===== src/rtl/adc_to_dds_tuning_word_defines.svh =====
// assertion macros for the tuning word rtl
`ifndef ADC_TO_DDS_TUNING_WORD_DEFINES_SVH
`define ADC_TO_DDS_TUNING_WORD_DEFINES_SVH

// same-cycle implication, skipped while reset is high
`define ADTW_ASSERT_IMPLY(label, clk, rst, cond, expr) \
  label: assert property (@(posedge clk) disable iff (rst) (cond) |-> (expr)) \
    else $error("adtw check failed");

// next-cycle implication, also checked across reset
`define ADTW_ASSERT_NEXT(label, clk, cond, expr) \
  label: assert property (@(posedge clk) (cond) |=> (expr)) \
    else $error("adtw check failed");

`endif


===== src/rtl/adtw_pkg.sv =====
// shared widths, constants and payload types of the tuning word block
package adtw_pkg;

  // field widths
  localparam int READING_W = 10;
  localparam int REFCLK_W  = 16;
  localparam int FREQ_W    = 14;
  localparam int WORD_W    = 16;
  localparam int QUOT_W    = FREQ_W + WORD_W;

  localparam int NUM_OSCILLATORS = 2;
  localparam int REFCLK_RESET    = 3906;
  localparam int FREQ_MAX        = 15257;

  // piecewise map: segment 0 starts at 0, each later segment k at 93*(k+1)
  localparam int SEG_STEP    = 93;
  localparam int SEG_LAST    = 9;
  localparam int SEG_W       = 4;
  localparam int DIFF_W      = 8;
  localparam int MULT_W      = 14;
  localparam int PROD_W      = 22;
  localparam int BASE_MULT   = 30;
  localparam int LAST_OFFSET = 838;
  localparam int LAST_MULT   = 16000;

  // constant divisors and their reciprocals
  localparam int DIV_MAIN    = 186;
  localparam int DIV_LAST    = 194;
  localparam int DIVC_W      = 9;
  localparam int RECIP_SHIFT = 22;
  localparam int RECIP_W     = 15;
  localparam int RECIP_MAIN  = (1 << RECIP_SHIFT) / DIV_MAIN;
  localparam int RECIP_LAST  = (1 << RECIP_SHIFT) / DIV_LAST;

  // long division: quotient bits resolved per stage
  localparam int DIV_STEPS_PER_STAGE = 3;
  localparam int DIV_STAGES          = QUOT_W / DIV_STEPS_PER_STAGE;

  typedef struct packed {
    logic [READING_W-1:0] control_reading;
    logic                 oscillator_select;
  } reading_t;

  typedef struct packed {
    logic [FREQ_W-1:0] freq;
    logic              osc;
  } freq_item_t;

  typedef struct packed {
    logic [WORD_W-1:0] tuning_word;
    logic [FREQ_W-1:0] note_frequency;
    logic              oscillator_out;
    logic              word_overflow;
  } word_item_t;

endpackage


===== src/rtl/adtw_divider.sv =====
// pipelined restoring divider: (freq << 16) / reference clock
module adtw_divider import adtw_pkg::*; (
  input  logic                clk,
  input  logic                rst,
  input  logic                in_valid,
  output logic                in_ready,
  input  freq_item_t          in_item,
  input  logic [REFCLK_W-1:0] divisor,
  output logic                out_valid,
  input  logic                out_ready,
  output word_item_t          out_item
);

  typedef struct packed {
    logic [REFCLK_W-1:0] rem;
    logic [QUOT_W-1:0]   quot;
    logic [FREQ_W-1:0]   dvd;
    logic [FREQ_W-1:0]   freq;
    logic                osc;
  } div_stage_t;

  div_stage_t            st [DIV_STAGES];
  logic [DIV_STAGES-1:0] v;
  logic [DIV_STAGES-1:0] en;
  div_stage_t            init;

  // dividend high bits come from freq; the low sixteen are zero
  always_comb begin
    init.rem  = '0;
    init.quot = '0;
    init.dvd  = in_item.freq;
    init.freq = in_item.freq;
    init.osc  = in_item.osc;
  end

  assign en[DIV_STAGES-1] = !v[DIV_STAGES-1] || out_ready;
  assign in_ready         = en[0];

  for (genvar k = 0; k < DIV_STAGES; k++) begin : g_stage
    div_stage_t       prev;
    div_stage_t       nxt;
    logic [REFCLK_W:0] trial;

    if (k == 0) begin : g_first
      assign prev = init;
    end else begin : g_rest
      assign prev = st[k-1];
      assign en[k-1] = !v[k-1] || en[k];
    end

    // three quotient bits per stage, msb first
    always_comb begin
      nxt   = prev;
      trial = '0;
      for (int j = 0; j < DIV_STEPS_PER_STAGE; j++) begin
        trial   = {nxt.rem, nxt.dvd[FREQ_W-1]};
        nxt.dvd = {nxt.dvd[FREQ_W-2:0], 1'b0};
        if (trial >= {1'b0, divisor}) begin
          trial    = trial - {1'b0, divisor};
          nxt.quot = {nxt.quot[QUOT_W-2:0], 1'b1};
        end else begin
          nxt.quot = {nxt.quot[QUOT_W-2:0], 1'b0};
        end
        nxt.rem = trial[REFCLK_W-1:0];
      end
    end

    // valid bit
    always_ff @(posedge clk) begin
      if (rst) begin
        v[k] <= 1'b0;
      end else if (en[k]) begin
        v[k] <= (k == 0) ? in_valid : v[(k == 0) ? 0 : k - 1];
      end
    end

    // stage payload
    always_ff @(posedge clk) begin
      if (en[k]) begin
        st[k] <= nxt;
      end
    end
  end

  // last stage is the output register
  assign out_valid               = v[DIV_STAGES-1];
  assign out_item.tuning_word    = st[DIV_STAGES-1].quot[WORD_W-1:0];
  assign out_item.note_frequency = st[DIV_STAGES-1].freq;
  assign out_item.oscillator_out = st[DIV_STAGES-1].osc;
  assign out_item.word_overflow  = |st[DIV_STAGES-1].quot[QUOT_W-1:WORD_W];

endmodule


===== config.mk =====
export PLATFORM = sky130hd
export DESIGN_NAME = adtw_divider
export DESIGN_NICKNAME = d
export VERILOG_FILES = /design/src/rtl/adc_to_dds_tuning_word_defines.svh /design/src/rtl/adtw_pkg.sv /design/src/rtl/adtw_divider.sv
export SDC_FILE = /design/constraint.sdc
export NUM_CORES = 2
export LEC_CHECK = 0
export BUFFER_PORTS_ARGS = -buffer_cell sky130_fd_sc_hd__clkbuf_2
export CORE_MARGIN = 3
export CORE_UTILIZATION = 45
export DETAILED_ROUTE_END_ITERATION = 10
export GPL_ROUTABILITY_DRIVEN = 0
export GPL_TIMING_DRIVEN = 0
export PLACE_DENSITY = 0.66
export SLEW_MARGIN = 20
export SYNTH_ARGS = -nofsm -noshare
export SYNTH_HDL_FRONTEND = slang
export SYNTH_SLANG_ARGS = --single-unit

===== constraint.sdc =====
create_clock -name clk -period 19.49 [get_ports clk]
set_input_delay 2.9235 -clock clk [delete_from_list [all_inputs] [get_ports clk]]
set_output_delay 2.9235 -clock clk [all_outputs]
set_load 0.005 [all_outputs]

==> impl_metrics.env <==
export IMPL_critPathMaxFanout=40
export IMPL_ctsResizeCount=0
export IMPL_cts_root_buf="clkbuf_16"
export IMPL_synth_simple_area_share=0.128
export IMPL_synth_top_family_by_area="compound AO/OA/AOI/OAI gates"
export IMPL_cp_start_kind="input pin"
export IMPL_rows=107
export IMPL_worstSkewPairLatency_ns=0.64
export IMPL_setup_viol=0
export IMPL_synth_nets=4439
export IMPL_ys_warn_count=0
export IMPL_status="finished, final reports clean"
export IMPL_rsz0062_at_grt="false"
export IMPL_vias=30500
export IMPL_worst_endpoint_arrival_ns=13.73
export IMPL_maxSlewViolCount=0
export IMPL_place_hpwl_um=72300
export IMPL_drcViolationCount=0
export IMPL_final_cell_mix="edfxtp_1 (459), ha_1 (456), a21oi_1 (333)"
export IMPL_slew_limit_headroom=0.301
export IMPL_first_pass_iters=5
export IMPL_tns_ns=0
export IMPL_ios=69
export IMPL_grt_total_usage=0.216
export IMPL_layout_nets=4587
export IMPL_start_util=0.457
export IMPL_synth_xor_area_share=0.0742
export IMPL_die_x_um=302
export IMPL_endpoint="st[4][69]"
export IMPL_synthAdderAreaFrac=0.155
export IMPL_synthDistinctLibCells=90
export IMPL_path_common_cell="o21ai_0"
export IMPL_gr_total_overflow=0
export IMPL_finalHoldViolations=0
export IMPL_antenna_found_initial=0
export IMPL_core_area_mm2=0.0859
export IMPL_tightest_slew_ns=1.05
export IMPL_viasPerCell=5.78
export IMPL_grt_pass1_wl_um=156000
export IMPL_routed_wl_um=99900
export IMPL_ys_flop_type="edfxtp_1"
export IMPL_synthCells=3929
export IMPL_r2r_cells=35
export IMPL_synth_compound_area_frac=0.176
export IMPL_crit_slowest_cell="clkbuf_1"
export IMPL_drive_gt1_frac=0.137
export IMPL_cts_tree="done"
export IMPL_drtAntennaViolNets=0
export IMPL_grt_pass1_vias=29000
export IMPL_critPathKind="in2reg"
export IMPL_drtIter0Drc=2149
export IMPL_clock_path_buffers=3
export IMPL_port_buffers=67
export IMPL_ys_ff_latch=469
export IMPL_cts_sinks=469
export IMPL_die_h_um=302
export IMPL_maxCapViolCount=0
export IMPL_fin_skew_ns=0.0284
export IMPL_dieArea_mm2=0.0909
export IMPL_htree_levels=2
export IMPL_worst_ep_required_time_ns=19.85
export IMPL_grt_max_degree=46
export IMPL_r2r_end="st[1][68]"
export IMPL_cts_made_buffers=55
export IMPL_final_common_cell="edfxtp_1"
export IMPL_crit_path_start="divisor[1]"
export IMPL_slowest_delay_ns=0.84
export IMPL_diodes=0
export IMPL_reg2reg_from="st[0][62]"
export IMPL_postCtsSetupBuffers=0
export IMPL_yosysSeqAreaShare=0.356
export IMPL_area_growth_pct=10.7
export IMPL_fmax_ghz=0.0748
export IMPL_path_clk_slew_ns=0.06
export IMPL_end_kind="flop"
export IMPL_wl_per_cell_um=19.0
export IMPL_cts_hold_buf=0
export IMPL_avgSynthCellArea_um2=10.0
export IMPL_synth_edf_count=459
export IMPL_period_minus_slack_ns=13.36
export IMPL_syn_cell_area_mm2=0.0393
export IMPL_synthMuxAreaShare=0.0834
export IMPL_ff2ff_setup_slack_ns=9.85
export IMPL_hold_path_class="reg2reg"
export IMPL_period_share=0.686
export IMPL_synthArstFlopShare=0
[registers in the layout, indices dropped and copies added, names as in the netlist]
| register | cells |
|---|---|
| out_valid | 1 |
| st | 459 |
| v | 9 |
[stage by stage]
stage / setup slack (ns) / instance area [um2] / hold WS, ns / std cells / util
after floorplan: 7.79 / 39300 / 0.400 / 3929 / -
after global placement: 4.16 / 41100 / 0.400 / 5140 / 0.478
after detailed placement: 5.43 / 41700 / 0.405 / 5164 / 0.485
after CTS: 6.06 / 43500 / 0.414 / 5267 / 0.507
after global routing: 5.36 / 43500 / 0.417 / 5267 / 0.507
final: 6.13 / 43500 / 0.410 / 5267 / 0.507
[metal layers]
metal / wire, um / global-route usage / up-vias / part of all wire
met5: 0 / 0 / - / 0
met4: 3460 / 0.0714 / 0 / 0.035
met2: 45900 / 0.359 / 723 / 0.46
li1: - / - / 15200 / -
met1: 45800 / 0.295 / 14400 / 0.46
met3: 4700 / 0.0239 / 170 / 0.047
[cells in the mapped netlist, types with 48 or more instances]
library cell,instances,share of area
nor3_1,94,0.012
edfxtp_1,459,0.35
o21ai_0,229,0.029
nor2b_1,61,0.0097
mux2_2,242,0.069
nand4_1,61,0.0097
a21oi_1,333,0.042
a21o_1,118,0.023
nor2_1,313,0.030
nand2_1,210,0.020
nand3_1,77,0.0098
ha_1,456,0.15
nand2b_1,48,0.0076
o21a_1,81,0.015
xor2_1,95,0.021
inv_1,152,0.015
xnor2_1,238,0.053
[logic make-up after synthesis]
logic type / after synthesis
and+or+nand+nor: 1032
AOI/OAI and AO/OA: 1076
xor gates and xnor gates: 333
DFF: 469
buffers and inverters: 256
muxes: 288
adders and majority gates: 475
[worst min-delay path by stage]
stage	cells past startpoint	slack [ns]	to	from
floorplan	0	0.40	st[1][0]	st[0][0]
global placement	0	0.40	st[4][8]	st[3][8]
finish	0	0.41	st[7][31]	st[6][28]
global route	0	0.42	st[7][46]	st[6][43]
detailed placement	0	0.40	st[1][29]	st[0][26]
CTS	0	0.41	st[7][31]	st[6][28]
[final cells by class]
type                    instances  area [um2]
flip-flops and latches        469       14000
fillers                      7821       42400
repair buffers                 91         848
plain buffers                 100         548
well taps                    1144        1430
clock buffers                  65        1470
clock inverters                38         408
inverters                     156         616
multi-input cells            3204       24200
[worst max-delay path, delay by kind of cell]
family	cells	cell delay, ns
compound gates	16	4.49
buf+inv	9	3.33
mux	2	0.75
fa+ha+maj	3	0.99
simple gates	7	1.17
Power is left out: the tool's default activity adds up to more than one toggle a clock period on the data nets, which glitch-free logic cannot reach.
