$ cat config.mk
export PLATFORM = sky130hd
export DESIGN_NAME = adtw_freq_map
export DESIGN_NICKNAME = d
export VERILOG_FILES = /design/src/rtl/adc_to_dds_tuning_word_defines.svh /design/src/rtl/adtw_pkg.sv /design/src/rtl/adtw_freq_map.sv
export SDC_FILE = /design/constraint.sdc
export NUM_CORES = 1
export LEC_CHECK = 0
export BUFFER_PORTS_ARGS = -buffer_cell sky130_fd_sc_hd__buf_2
export CAP_MARGIN = 20
export CORE_UTILIZATION = 62
export CTS_CLUSTER_SIZE = 16
export DETAILED_ROUTE_END_ITERATION = 12
export PLACE_DENSITY = 0.82
export RECOVER_POWER = 100
export SETUP_SLACK_MARGIN = 0.02
export SLEW_MARGIN = 10
export SYNTH_ARGS = -nofsm -noshare
export SYNTH_HDL_FRONTEND = slang
export SYNTH_SLANG_ARGS = --single-unit
$ cat constraint.sdc
create_clock -name clk -period 14.71 [get_ports clk]
set_input_delay 2.2065 -clock clk [delete_from_list [all_inputs] [get_ports clk]]
set_output_delay 2.2065 -clock clk [all_outputs]
set_load 0.02 [all_outputs]
$ cat src/rtl/adc_to_dds_tuning_word_defines.svh
// assertion macros for the tuning word rtl
`ifndef ADC_TO_DDS_TUNING_WORD_DEFINES_SVH
`define ADC_TO_DDS_TUNING_WORD_DEFINES_SVH

// same-cycle implication, skipped while reset is high
`define ADTW_ASSERT_IMPLY(label, clk, rst, cond, expr) \
  label: assert property (@(posedge clk) disable iff (rst) (cond) |-> (expr)) \
    else $error("adtw check failed");

// next-cycle implication, also checked across reset
`define ADTW_ASSERT_NEXT(label, clk, cond, expr) \
  label: assert property (@(posedge clk) (cond) |=> (expr)) \
    else $error("adtw check failed");

`endif

$ cat src/rtl/adtw_pkg.sv
// shared widths, constants and payload types of the tuning word block
package adtw_pkg;

  // field widths
  localparam int READING_W = 10;
  localparam int REFCLK_W  = 16;
  localparam int FREQ_W    = 14;
  localparam int WORD_W    = 16;
  localparam int QUOT_W    = FREQ_W + WORD_W;

  localparam int NUM_OSCILLATORS = 2;
  localparam int REFCLK_RESET    = 3906;
  localparam int FREQ_MAX        = 15257;

  // piecewise map: segment 0 starts at 0, each later segment k at 93*(k+1)
  localparam int SEG_STEP    = 93;
  localparam int SEG_LAST    = 9;
  localparam int SEG_W       = 4;
  localparam int DIFF_W      = 8;
  localparam int MULT_W      = 14;
  localparam int PROD_W      = 22;
  localparam int BASE_MULT   = 30;
  localparam int LAST_OFFSET = 838;
  localparam int LAST_MULT   = 16000;

  // constant divisors and their reciprocals
  localparam int DIV_MAIN    = 186;
  localparam int DIV_LAST    = 194;
  localparam int DIVC_W      = 9;
  localparam int RECIP_SHIFT = 22;
  localparam int RECIP_W     = 15;
  localparam int RECIP_MAIN  = (1 << RECIP_SHIFT) / DIV_MAIN;
  localparam int RECIP_LAST  = (1 << RECIP_SHIFT) / DIV_LAST;

  // long division: quotient bits resolved per stage
  localparam int DIV_STEPS_PER_STAGE = 3;
  localparam int DIV_STAGES          = QUOT_W / DIV_STEPS_PER_STAGE;

  typedef struct packed {
    logic [READING_W-1:0] control_reading;
    logic                 oscillator_select;
  } reading_t;

  typedef struct packed {
    logic [FREQ_W-1:0] freq;
    logic              osc;
  } freq_item_t;

  typedef struct packed {
    logic [WORD_W-1:0] tuning_word;
    logic [FREQ_W-1:0] note_frequency;
    logic              oscillator_out;
    logic              word_overflow;
  } word_item_t;

endpackage

$ cat src/rtl/adtw_freq_map.sv
// four-stage piecewise-linear map from control reading to frequency
module adtw_freq_map import adtw_pkg::*; (
  input  logic       clk,
  input  logic       rst,
  input  logic       in_valid,
  output logic       in_ready,
  input  reading_t   in_item,
  output logic       out_valid,
  input  logic       out_ready,
  output freq_item_t out_item
);

  typedef struct packed {
    logic [DIFF_W-1:0] diff;
    logic [SEG_W-1:0]  seg;
    logic              last;
    logic              osc;
  } s1_t;

  typedef struct packed {
    logic [PROD_W-1:0] prod;
    logic              last;
    logic              osc;
  } s2_t;

  typedef struct packed {
    logic [PROD_W-1:0] prod;
    logic [FREQ_W-1:0] q_est;
    logic              last;
    logic              osc;
  } s3_t;

  logic       v1, v2, v3, v4;
  logic       en1, en2, en3, en4;
  s1_t        s1, s1_next;
  s2_t        s2, s2_next;
  s3_t        s3, s3_next;
  freq_item_t s4, s4_next;

  logic [SEG_W-1:0]     seg;
  logic [READING_W-1:0] offset;
  logic [MULT_W-1:0]    mult;
  logic [RECIP_W-1:0]   recip;
  logic [PROD_W+RECIP_W-1:0] scaled;
  logic [DIVC_W-1:0]    divc;
  logic [PROD_W-1:0]    back;
  logic [PROD_W-1:0]    rem_full;
  logic [DIVC_W-1:0]    rem;

  // stage advances when empty or when its successor advances
  assign en4      = !v4 || out_ready;
  assign en3      = !v3 || en4;
  assign en2      = !v2 || en3;
  assign en1      = !v1 || en2;
  assign in_ready = en1;

  // stage 1: find the segment and the offset into it
  always_comb begin
    seg = SEG_W'(SEG_LAST);
    for (int k = SEG_LAST - 1; k >= 0; k--) begin
      if (in_item.control_reading < READING_W'(SEG_STEP * (k + 2))) begin
        seg = SEG_W'(k);
      end
    end
    if (seg == SEG_W'(SEG_LAST)) begin
      offset = READING_W'(LAST_OFFSET);
    end else begin
      offset = READING_W'(seg) * READING_W'(SEG_STEP);
    end
    s1_next.diff = DIFF_W'(in_item.control_reading - offset);
    s1_next.seg  = seg;
    s1_next.last = (seg == SEG_W'(SEG_LAST));
    s1_next.osc  = in_item.oscillator_select;
  end

  // stage 2: scale by the segment slope
  always_comb begin
    if (s1.last) begin
      mult = MULT_W'(LAST_MULT);
    end else begin
      mult = MULT_W'(BASE_MULT) << s1.seg;
    end
    s2_next.prod = PROD_W'(s1.diff) * PROD_W'(mult);
    s2_next.last = s1.last;
    s2_next.osc  = s1.osc;
  end

  // stage 3: quotient estimate by reciprocal, low by at most one
  always_comb begin
    recip  = s2.last ? RECIP_W'(RECIP_LAST) : RECIP_W'(RECIP_MAIN);
    scaled = (PROD_W + RECIP_W)'(s2.prod) * (PROD_W + RECIP_W)'(recip);
    s3_next.prod  = s2.prod;
    s3_next.q_est = scaled[RECIP_SHIFT +: FREQ_W];
    s3_next.last  = s2.last;
    s3_next.osc   = s2.osc;
  end

  // stage 4: remainder check corrects the estimate
  always_comb begin
    divc     = s3.last ? DIVC_W'(DIV_LAST) : DIVC_W'(DIV_MAIN);
    back     = PROD_W'(s3.q_est) * PROD_W'(divc);
    rem_full = s3.prod - back;
    rem      = rem_full[DIVC_W-1:0];
    s4_next.freq = s3.q_est + FREQ_W'(rem >= divc);
    s4_next.osc  = s3.osc;
  end

  // valid bits
  always_ff @(posedge clk) begin
    if (rst) begin
      v1 <= 1'b0;
      v2 <= 1'b0;
      v3 <= 1'b0;
      v4 <= 1'b0;
    end else begin
      if (en1) v1 <= in_valid;
      if (en2) v2 <= v1;
      if (en3) v3 <= v2;
      if (en4) v4 <= v3;
    end
  end

  // stage payloads
  always_ff @(posedge clk) begin
    if (en1) s1 <= s1_next;
    if (en2) s2 <= s2_next;
    if (en3) s3 <= s3_next;
    if (en4) s4 <= s4_next;
  end

  assign out_valid = v4;
  assign out_item  = s4;

endmodule

==> results of run 1 <==
[path summary, 6_finish.rpt]
kind | from | to
max | s2[1]$_DFFE_PP_ | s3[15]$_DFFE_PP_
min | s1[0]$_DFFE_PP_ | s2[0]$_DFFE_PP_
max reg2reg | s2[1]$_DFFE_PP_ | s3[15]$_DFFE_PP_
min reg2reg | s1[0]$_DFFE_PP_ | s2[0]$_DFFE_PP_
[layout make-up]
cell class	count	area share, %
Tap cell	319	2.58
Sequential cell	80	15.2
Multi-Input combinational cell	1077	70.6
Timing Repair Buffer	35	0.977
Clock inverter	7	0.541
Inverter	357	8.65
Clock buffer	9	1.45
[metrics by stage]
stage,instance area (um^2),util [%],std cells
3_5_place_dp,15200,65.1,1867
2_1_floorplan,14800,-,1551
3_3_place_gp,15200,65.1,1867
6_report,15500,66.2,1884
5_1_grt,15500,66.2,1884
4_1_cts,15500,66.4,1883
[registers in the layout, summed over array words and instances (netlist names)]
register / cells
s1: 14
s3: 24
s2: 23
v1: 1
out_item: 15
out_valid: 1
v3: 1
v2: 1
[layout by cell type, fill, tap and decap left out, drive strengths merged, types with 11 or more instances in the layout]
| cell | instances |
|---|---|
| ha | 252 |
| xnor2 | 54 |
| and2 | 49 |
| o21ai | 36 |
| nand2 | 74 |
| nand3 | 30 |
| or2 | 23 |
| nor3 | 15 |
| a21o | 24 |
| xor2 | 16 |
| nor2 | 51 |
| and3 | 32 |
| edfxtp | 76 |
| buf | 14 |
| clkbuf | 30 |
| inv | 362 |
| a21oi | 60 |
| nand2b | 12 |
| conb | 21 |
| o21bai | 11 |
| fa | 201 |
| nor2b | 30 |
[cells by family after synthesis]
logic type / Yosys count / synth area share [%]
flip-flops: 80 / 16.0
adder cells (fa/ha/maj): 453 / 48.7
AND/OR/NAND/NOR: 343 / 12.2
AO/OA/AOI/OAI: 185 / 8.36
buffers and inverters: 394 / 10.1
multiplexers: 5 / 0.356
XOR/XNOR: 70 / 4.16
other: 2 / 0.0509
[synthesized netlist by cell type, drive strengths merged, types with 11 or more instances]
master / n
nor3: 15
ha: 252
clkbuf: 29
and3: 32
o21bai: 11
fa: 201
nand2b: 12
a21o: 24
nor2b: 30
xor2: 16
inv: 357
nand2: 74
and2: 49
o21ai: 36
or2: 23
edfxtp: 76
nor2: 51
a21oi: 60
nand3: 30
xnor2: 54
[metal layers]
layer	vias to the layer above	GRT usage, %
met2	263	47.8
li1	4958	-
met4	0	11.9
met5	-	0
met3	83	3.21
met1	5150	33.3
==> impl_metrics.toml, run 1 <==
[synth]
synth_area_leaders = "fa_1 27%, ha_1 21%, edfxtp_1 15%"
seq_area_frac_synth_pct = 16.0
yosysWarnings = 0
synth_flop_cell = "edfxtp_1"
ys_ff_latch = 80
syn_inst = 1532
syn_area_per_cell_um2 = 9.62
synth.distinct_cells = 66
yosysTopAreaCell = "fa_1"
synth_async_sr_flop_share_pct = 0
synth_edf_count = 76
synth_top_area_share_pct = 27.3
synth_area_um2 = 14700

[timing]
tns_ps = 0
fin_hold_ws_ps = 420
rsz0062_at_grt = "no"
fin_crit_sh_pct = 50.4
tightestPinTransition_ps = 1520
maxSlewHeadroom_pct = -1.65
fmax_mhz = 135
setup_viol = 0
slew_viol_final = 37
period_needed_ps = 7410
worst_slack_ps = 7300
final-hold-violation-count = 0
skew_ps = 10.5

[grt]
grt.overflow.total = 0
grt_pass1_vias = 11100
antenna_found_initial = 0
grt_use_total_pct = 27.1
grt_first_pass_wirelength_um = 51700
grt_start_max_net_pins = 37

[critical_path]
cp_common_cell = "fa_1"
end_kind = "register"
start_kind = "register"
crit_family = "adder cells"
path_depth = 20
r2r_cells = 20
critical_path.cell_chain = "clkbuf_1, nor2b_1, ha_1, inv_1, fa_1, inv_1, fa_1, inv_1, fa_1, inv_1, fa_1, fa_1, ha_1, nand3_1, or3_1, o41ai_1, a21oi_1, a31oi_1, a21oi_1, o211a_1"
crit_required_ps = 14810
arrival_ps = 7520
crit_path_top_delay_cell = "clkbuf_1"
critPathMaxFanout = 36
regToRegSetupSlack_ps = 7300
critical_path.max_stage_delay_ps = 1140
crit_type = "register to register"
path_buf_inv = 5

[placement]
io_buffers = 31
hpwl_um = 25700
dp_slack_ps = 8010
gp_congestion = 0.900

[worst_hold_path]
hp-class = "register to register"
min_path_cells = 0

[clocking]
cts_tree = "yes"
clk_transition_reported_paths_ps = 70
clockBufferDepth = 2
htreeDepth = 3
cts_made_buffers = 9
cts_setup_buffers = 0
cts_root_buf = "clkbuf_16"
cts_hold_buffers = 0
cts-resized-gates = 0
clkSinkCount = 80
insertion_delay_ps = 360

[routing]
avgRoutedWirePerCell_um = 16.1
dr.pass1.iters = 5
totalWireLength_um = 30400
drc = 0
drtIter0Drc = 552
ant_nets = 0
met1_length_um = 12600
dr_wl_met3_um = 1130
routed-wl-met2_um = 15400
routed.top_layer = "met4"
avgViaCountPerCell = 5.55
vias = 10500

[die]
core-area_um2 = 23400
ioPinCount = 32
initial_utilization_pct = 63.0
num_rows = 56
die_x_um = 156
die_h_um = 156
die_area_um2 = 24400

[final_layout]
antenna_cells = 0
nFillCells = 1859
nNetsFinal = 2028
drive_gt1_share_pct = 3.83
multi_input_area_um2 = 10900
regArea_um2 = 2360
areaGrowthSynthToFinish_pct = 5.08

[outcome]
violations = "capacitance limit, slew limit"
status = "finished with violations"

[run]
drv_cap = 1
Power of run 1 is not shown: default switching activity piles up to over one toggle a cycle in this logic, so the estimate is an artifact.
==> inputs of run 2 (changes only) <==
==> constraint.sdc (replaced) <==
create_clock -name clk -period 6.95 [get_ports clk]
set_input_delay 1.0425 -clock clk [delete_from_list [all_inputs] [get_ports clk]]
set_output_delay 1.0425 -clock clk [all_outputs]
set_load 0.02 [all_outputs]
==> run 2 against run 1 <==
The flow now finishes without violations. Count of clock-buffer cells in the layout is the same. Sequential share of layout area is essentially flat. Die area is the same. Core utilization is essentially flat. Routed wire length shrank 0.57%. Fmax grew 14%. Flip-flop and latch count is the same. Critical path depth shrank 2. Clock skew shrank 3.2 ps. Global-route usage shrank 0.080 points. First-iteration DRC count shrank 13%. Register-to-register slack lost 6800 ps. Critical path type unchanged. Largest cell class unchanged.
==> impl_metrics.toml, run 2 (synthesized netlist as in run 1, its figures left out) <==
[clocking]
cts_hold_buffers = 0
cts_setup_buffers = 0
cts-resized-gates = 0
cts_root_buf = "clkbuf_16"
clockBufferDepth = 2
insertion_delay_ps = 360
clk_transition_reported_paths_ps = 70
cts_tree = "yes"
htreeDepth = 3
cts_made_buffers = 9
clkSinkCount = 80

[routing]
totalWireLength_um = 30200
dr.pass1.iters = 5
drc = 0
avgRoutedWirePerCell_um = 16.1
vias = 10400
avgViaCountPerCell = 5.50
drtIter0Drc = 479
ant_nets = 0

[timing]
setup_viol = 0
maxSlewHeadroom_pct = 28.3
rsz0062_at_grt = "no"
tns_ps = 0
final-hold-violation-count = 0
fmax_mhz = 154
tightestPinTransition_ps = 1070
period_needed_ps = 6480
fin_crit_sh_pct = 93.2
slew_viol_final = 0
skew_ps = 7.34

[critical_path]
r2r_cells = 18
crit_required_ps = 7060
r2r-start = "s2[1]$_DFFE_PP_"
arrival_ps = 6590
critPathMaxFanout = 29
setup.worst_path.start = "s2[1]$_DFFE_PP_"
end_kind = "register"
start_kind = "register"
crit_type = "register to register"

[die]
core-area_um2 = 23400
die_x_um = 156
die_area_um2 = 24400
num_rows = 56
die_h_um = 156
initial_utilization_pct = 63.0
ioPinCount = 32

[final_layout]
largest_reg_flops = 24
antenna_cells = 0
drive_gt1_share_pct = 3.90
nNetsFinal = 2028
top_register = "s3"
most-common-layout-cells = "357 x inv_1, 252 x ha_1, 201 x fa_1"
nFillCells = 1805
layout_commonest_cell = "inv_1"
final_cells = 1884
areaGrowthSynthToFinish_pct = 5.11

[grt]
antenna_found_initial = 0
grt_pass1_vias = 10900
grt_first_pass_wirelength_um = 51400
grt_use_total_pct = 27.0
grt.overflow.total = 0
grt_start_max_net_pins = 30

[worst_hold_path]
hp-class = "register to register"
hp-start = "s3[0]$_DFFE_PP_"
min_path_cells = 0

[placement]
hpwl_um = 25500
gp_congestion = 0.942
placed_cells = 1868
io_buffers = 31

[run]
drv_cap = 0

[outcome]
status = "complete, no violations"
## run 2: final timing paths
check / endpoint / slack (ps)
max: s3[15]$_DFFE_PP_ / 470
min: out_item[0]$_DFFE_PP_ / 420
max reg2reg: s3[15]$_DFFE_PP_ / 470
min reg2reg: out_item[0]$_DFFE_PP_ / 420
## run 2: cell type report
class / count / area [um^2] / area share [%]
Timing Repair Buffer: 35 / 155 / 1.00
Sequential cell: 80 / 2360 / 15.2
Multi-Input combinational cell: 1077 / 10900 / 70.5
Clock buffer: 9 / 225 / 1.45
Tap cell: 319 / 399 / 2.58
Inverter: 357 / 1340 / 8.65
Clock inverter: 7 / 83.8 / 0.541
## run 2: metrics by stage
stage	hold slack (ps)	utilization [%]	instance area (um^2)	setup WS, ps
2_1_floorplan	400	-	14800	1250
3_3_place_gp	407	65.1	15200	717
3_5_place_dp	410	65.1	15200	617
4_1_cts	426	66.5	15600	590
5_1_grt	434	66.2	15500	131
6_report	424	66.2	15500	470
## run 2: per-layer routing
layer  vias up  part of all wire [%]  GRT usage [%]
li1       4973                     -              -
met1      5062                    43           33.6
met2       242                    51           47.8
met3        76                   3.1           3.05
met4         0                   3.5           11.0
met5         -                     0              0
## run 2: worst max-delay path, cell delays in order (launching register included)
cell and delay (ps):
edfxtp_1 900, buf_4 320, nor2b_1 90, ha_1 280
inv_1 60, fa_1 480, inv_1 60, fa_1 530
fa_1 440, fa_1 510, fa_1 490, ha_1 380
nand3_1 130, or3_1 390, o41ai_1 270, a21oi_1 170
a31oi_1 320, a21oi_1 170, o211a_1 250
Power of run 2 is left out for the same reason.
==> inputs of run 3 (changes only) <==
--- a/config.mk
+++ b/config.mk
@@ -5,8 +5,10 @@
 export SDC_FILE = /design/constraint.sdc
 export NUM_CORES = 1
 export LEC_CHECK = 0
+export ABC_AREA = 1
 export BUFFER_PORTS_ARGS = -buffer_cell sky130_fd_sc_hd__buf_2
 export CAP_MARGIN = 20
+export CORE_ASPECT_RATIO = 0.75
 export CORE_UTILIZATION = 62
 export CTS_CLUSTER_SIZE = 16
 export DETAILED_ROUTE_END_ITERATION = 12
==> run 3 against run 2 <==
Setup slack better by 160 ps. Flip-flop and latch count stayed put. Register-to-register slack better by 160 ps. First-iteration DRC count is 86% higher. Fmax is 2.5% higher. Synthesized cell count is 12% higher. Final cell count is 10% higher.
==> impl_metrics.toml, run 3 <==
[outcome]
status = "complete, no violations"

[grt]
grt_pass1_vias = 11200
grt_first_pass_wirelength_um = 55100
grt_use_total_pct = 29.0
antenna_found_initial = 0
grt.overflow.total = 0
grt_start_max_net_pins = 40

[clocking]
cts_hold_buffers = 0
htreeDepth = 3
clkSinkCount = 80
clk_transition_reported_paths_ps = 70
clockBufferDepth = 2
cts_setup_buffers = 0
insertion_delay_ps = 360
cts_made_buffers = 9
cts_tree = "yes"
cts-resized-gates = 0
cts_root_buf = "clkbuf_16"

[synth]
synthTopCellsByCount = "484 x inv_1, 252 x ha_1, 210 x nand2_1"
synth_area_um2 = 14800
synth_async_sr_flop_share_pct = 0
synth.distinct_cells = 41
synth_top_area_share_pct = 27.2
seq_area_frac_synth_pct = 16.0
yosysTopAreaCell = "fa_1"
ys_ff_latch = 80
synth_flop_cell = "edfxtp_1"
syn_inst = 1719
syn_area_per_cell_um2 = 8.61
synth_edf_count = 76
yosysMostFrequentCell = "inv_1"
synth_area_leaders = "fa_1 27%, ha_1 21%, edfxtp_1 15%"
yosysWarnings = 0

[die]
ioPinCount = 32
initial_utilization_pct = 63.7
die_h_um = 136
die_x_um = 180
die_area_um2 = 24500
num_rows = 48
core-area_um2 = 23200

[final_layout]
regArea_um2 = 2360
nNetsFinal = 2240
areaGrowthSynthToFinish_pct = 5.65
antenna_cells = 0
drive_gt1_share_pct = 2.36
multi_input_area_um2 = 10600
most-common-layout-cells = "484 x inv_1, 252 x ha_1, 212 x nand2_1"
layout_commonest_cell = "inv_1"
largest_reg_flops = 24
top_register = "s3"
nFillCells = 1766
final_cell_area_um2 = 15600

[routing]
drc = 0
ant_nets = 0
dr.pass1.iters = 6
totalWireLength_um = 33700
avgRoutedWirePerCell_um = 16.2
avgViaCountPerCell = 5.42
vias = 11300
drtIter0Drc = 889

[timing]
final-hold-violation-count = 0
rsz0062_at_grt = "no"
fmax_mhz = 158
slew_viol_final = 0
tightestPinTransition_ps = 1000
worst_slack_ps = 628
tns_ps = 0
setup_viol = 0
maxSlewHeadroom_pct = 33.1
fin_crit_sh_pct = 91.0
skew_ps = 6.53
period_needed_ps = 6320

[critical_path]
r2r_end = "s3[5]$_DFFE_PP_"
critPathMaxFanout = 39
r2r_cells = 20
regToRegSetupSlack_ps = 630
arrival_ps = 6420
end_kind = "register"
crit_required_ps = 7050
start_kind = "register"
crit_type = "register to register"
r2r-start = "s2[1]$_DFFE_PP_"

[worst_hold_path]
hold_end = "out_item[0]$_DFFE_PP_"
hp-start = "s3[0]$_DFFE_PP_"
min_path_cells = 0
hp-class = "register to register"

[placement]
dp_slack_ps = 758
io_buffers = 31
placed_area_um2 = 15400
hpwl_um = 28600
gp_congestion = 0.983

[run]
drv_cap = 0
## run 3: cell types whose count changed after synthesis, sizes merged, moves of 17 or more
cell | before | now
nand2 | 74 | 214
a21o | 24 | 3
xnor2 | 54 | 22
nor2 | 51 | 163
xor2 | 16 | 43
and2 | 49 | 0
clkbuf | 29 | 5
nor2b | 30 | 0
o21ai | 36 | 60
or2 | 23 | 6
inv | 357 | 487
and3 | 32 | 0
## run 3: area by class of cell
type                            count  share of cell area, %
Timing Repair Buffer               33                  0.920
Inverter                          487                   11.7
Clock buffer                       11                   1.55
Multi-Input combinational cell   1161                   67.9
Sequential cell                    80                   15.1
Tap cell                          300                   2.40
Clock inverter                      5                  0.408
## run 3: cells by family after synthesis
family	after synthesis	share of synthesized area [%]
buffers and inverters	497	12.6
adders and majority gates	453	48.5
and+or+nand+nor	451	12.5
AOI/OAI and AO/OA	171	6.57
DFF	80	16.0
xor gates and xnor gates	65	3.85
other	2	0.0507
## run 3: how the worst max path moves through the flow
stage / start / endpoint / slack, ps / depth (start not counted)
floorplan: s2[1]$_DFFE_PP_ / s3[11]$_DFFE_PP_ / 1470 / 24
global placement: s2[1]$_DFFE_PP_ / s3[5]$_DFFE_PP_ / 820 / 20
detailed placement: s2[1]$_DFFE_PP_ / s3[5]$_DFFE_PP_ / 760 / 20
CTS: s2[1]$_DFFE_PP_ / s3[5]$_DFFE_PP_ / 710 / 20
global route: s2[1]$_DFFE_PP_ / s3[5]$_DFFE_PP_ / 240 / 20
finish: s2[1]$_DFFE_PP_ / s3[5]$_DFFE_PP_ / 630 / 20
## run 3: layer usage
metal	vias to the layer above	track usage, %	routed length [um]
li1	5388	-	-
met1	5304	39.6	14600
met2	517	44.5	14600
met3	44	10.5	3910
met4	0	6.22	563
met5	-	0	0
## run 3: critical path, cell delays in order, from the launching register on
cell,delay [ps]
edfxtp_1,730
buf_4,470
nand2_1,120
inv_1,110
ha_1,140
inv_1,70
fa_1,520
inv_1,50
fa_1,490
inv_1,50
fa_1,480
inv_1,60
fa_1,500
fa_1,490
ha_1,350
nand2_1,120
nor2_1,330
nand4_1,120
o21ai_0,480
a21oi_1,160
xnor2_1,190
## run 3: metrics by stage
step	hold WS, ps	util, %	cells
finish	422	67.3	2077
global placement	402	66.2	2060
floorplan	400	-	1738
detailed placement	408	66.2	2060
CTS	424	67.5	2076
global route	430	67.3	2077
Power of run 3 is left out for the same reason.
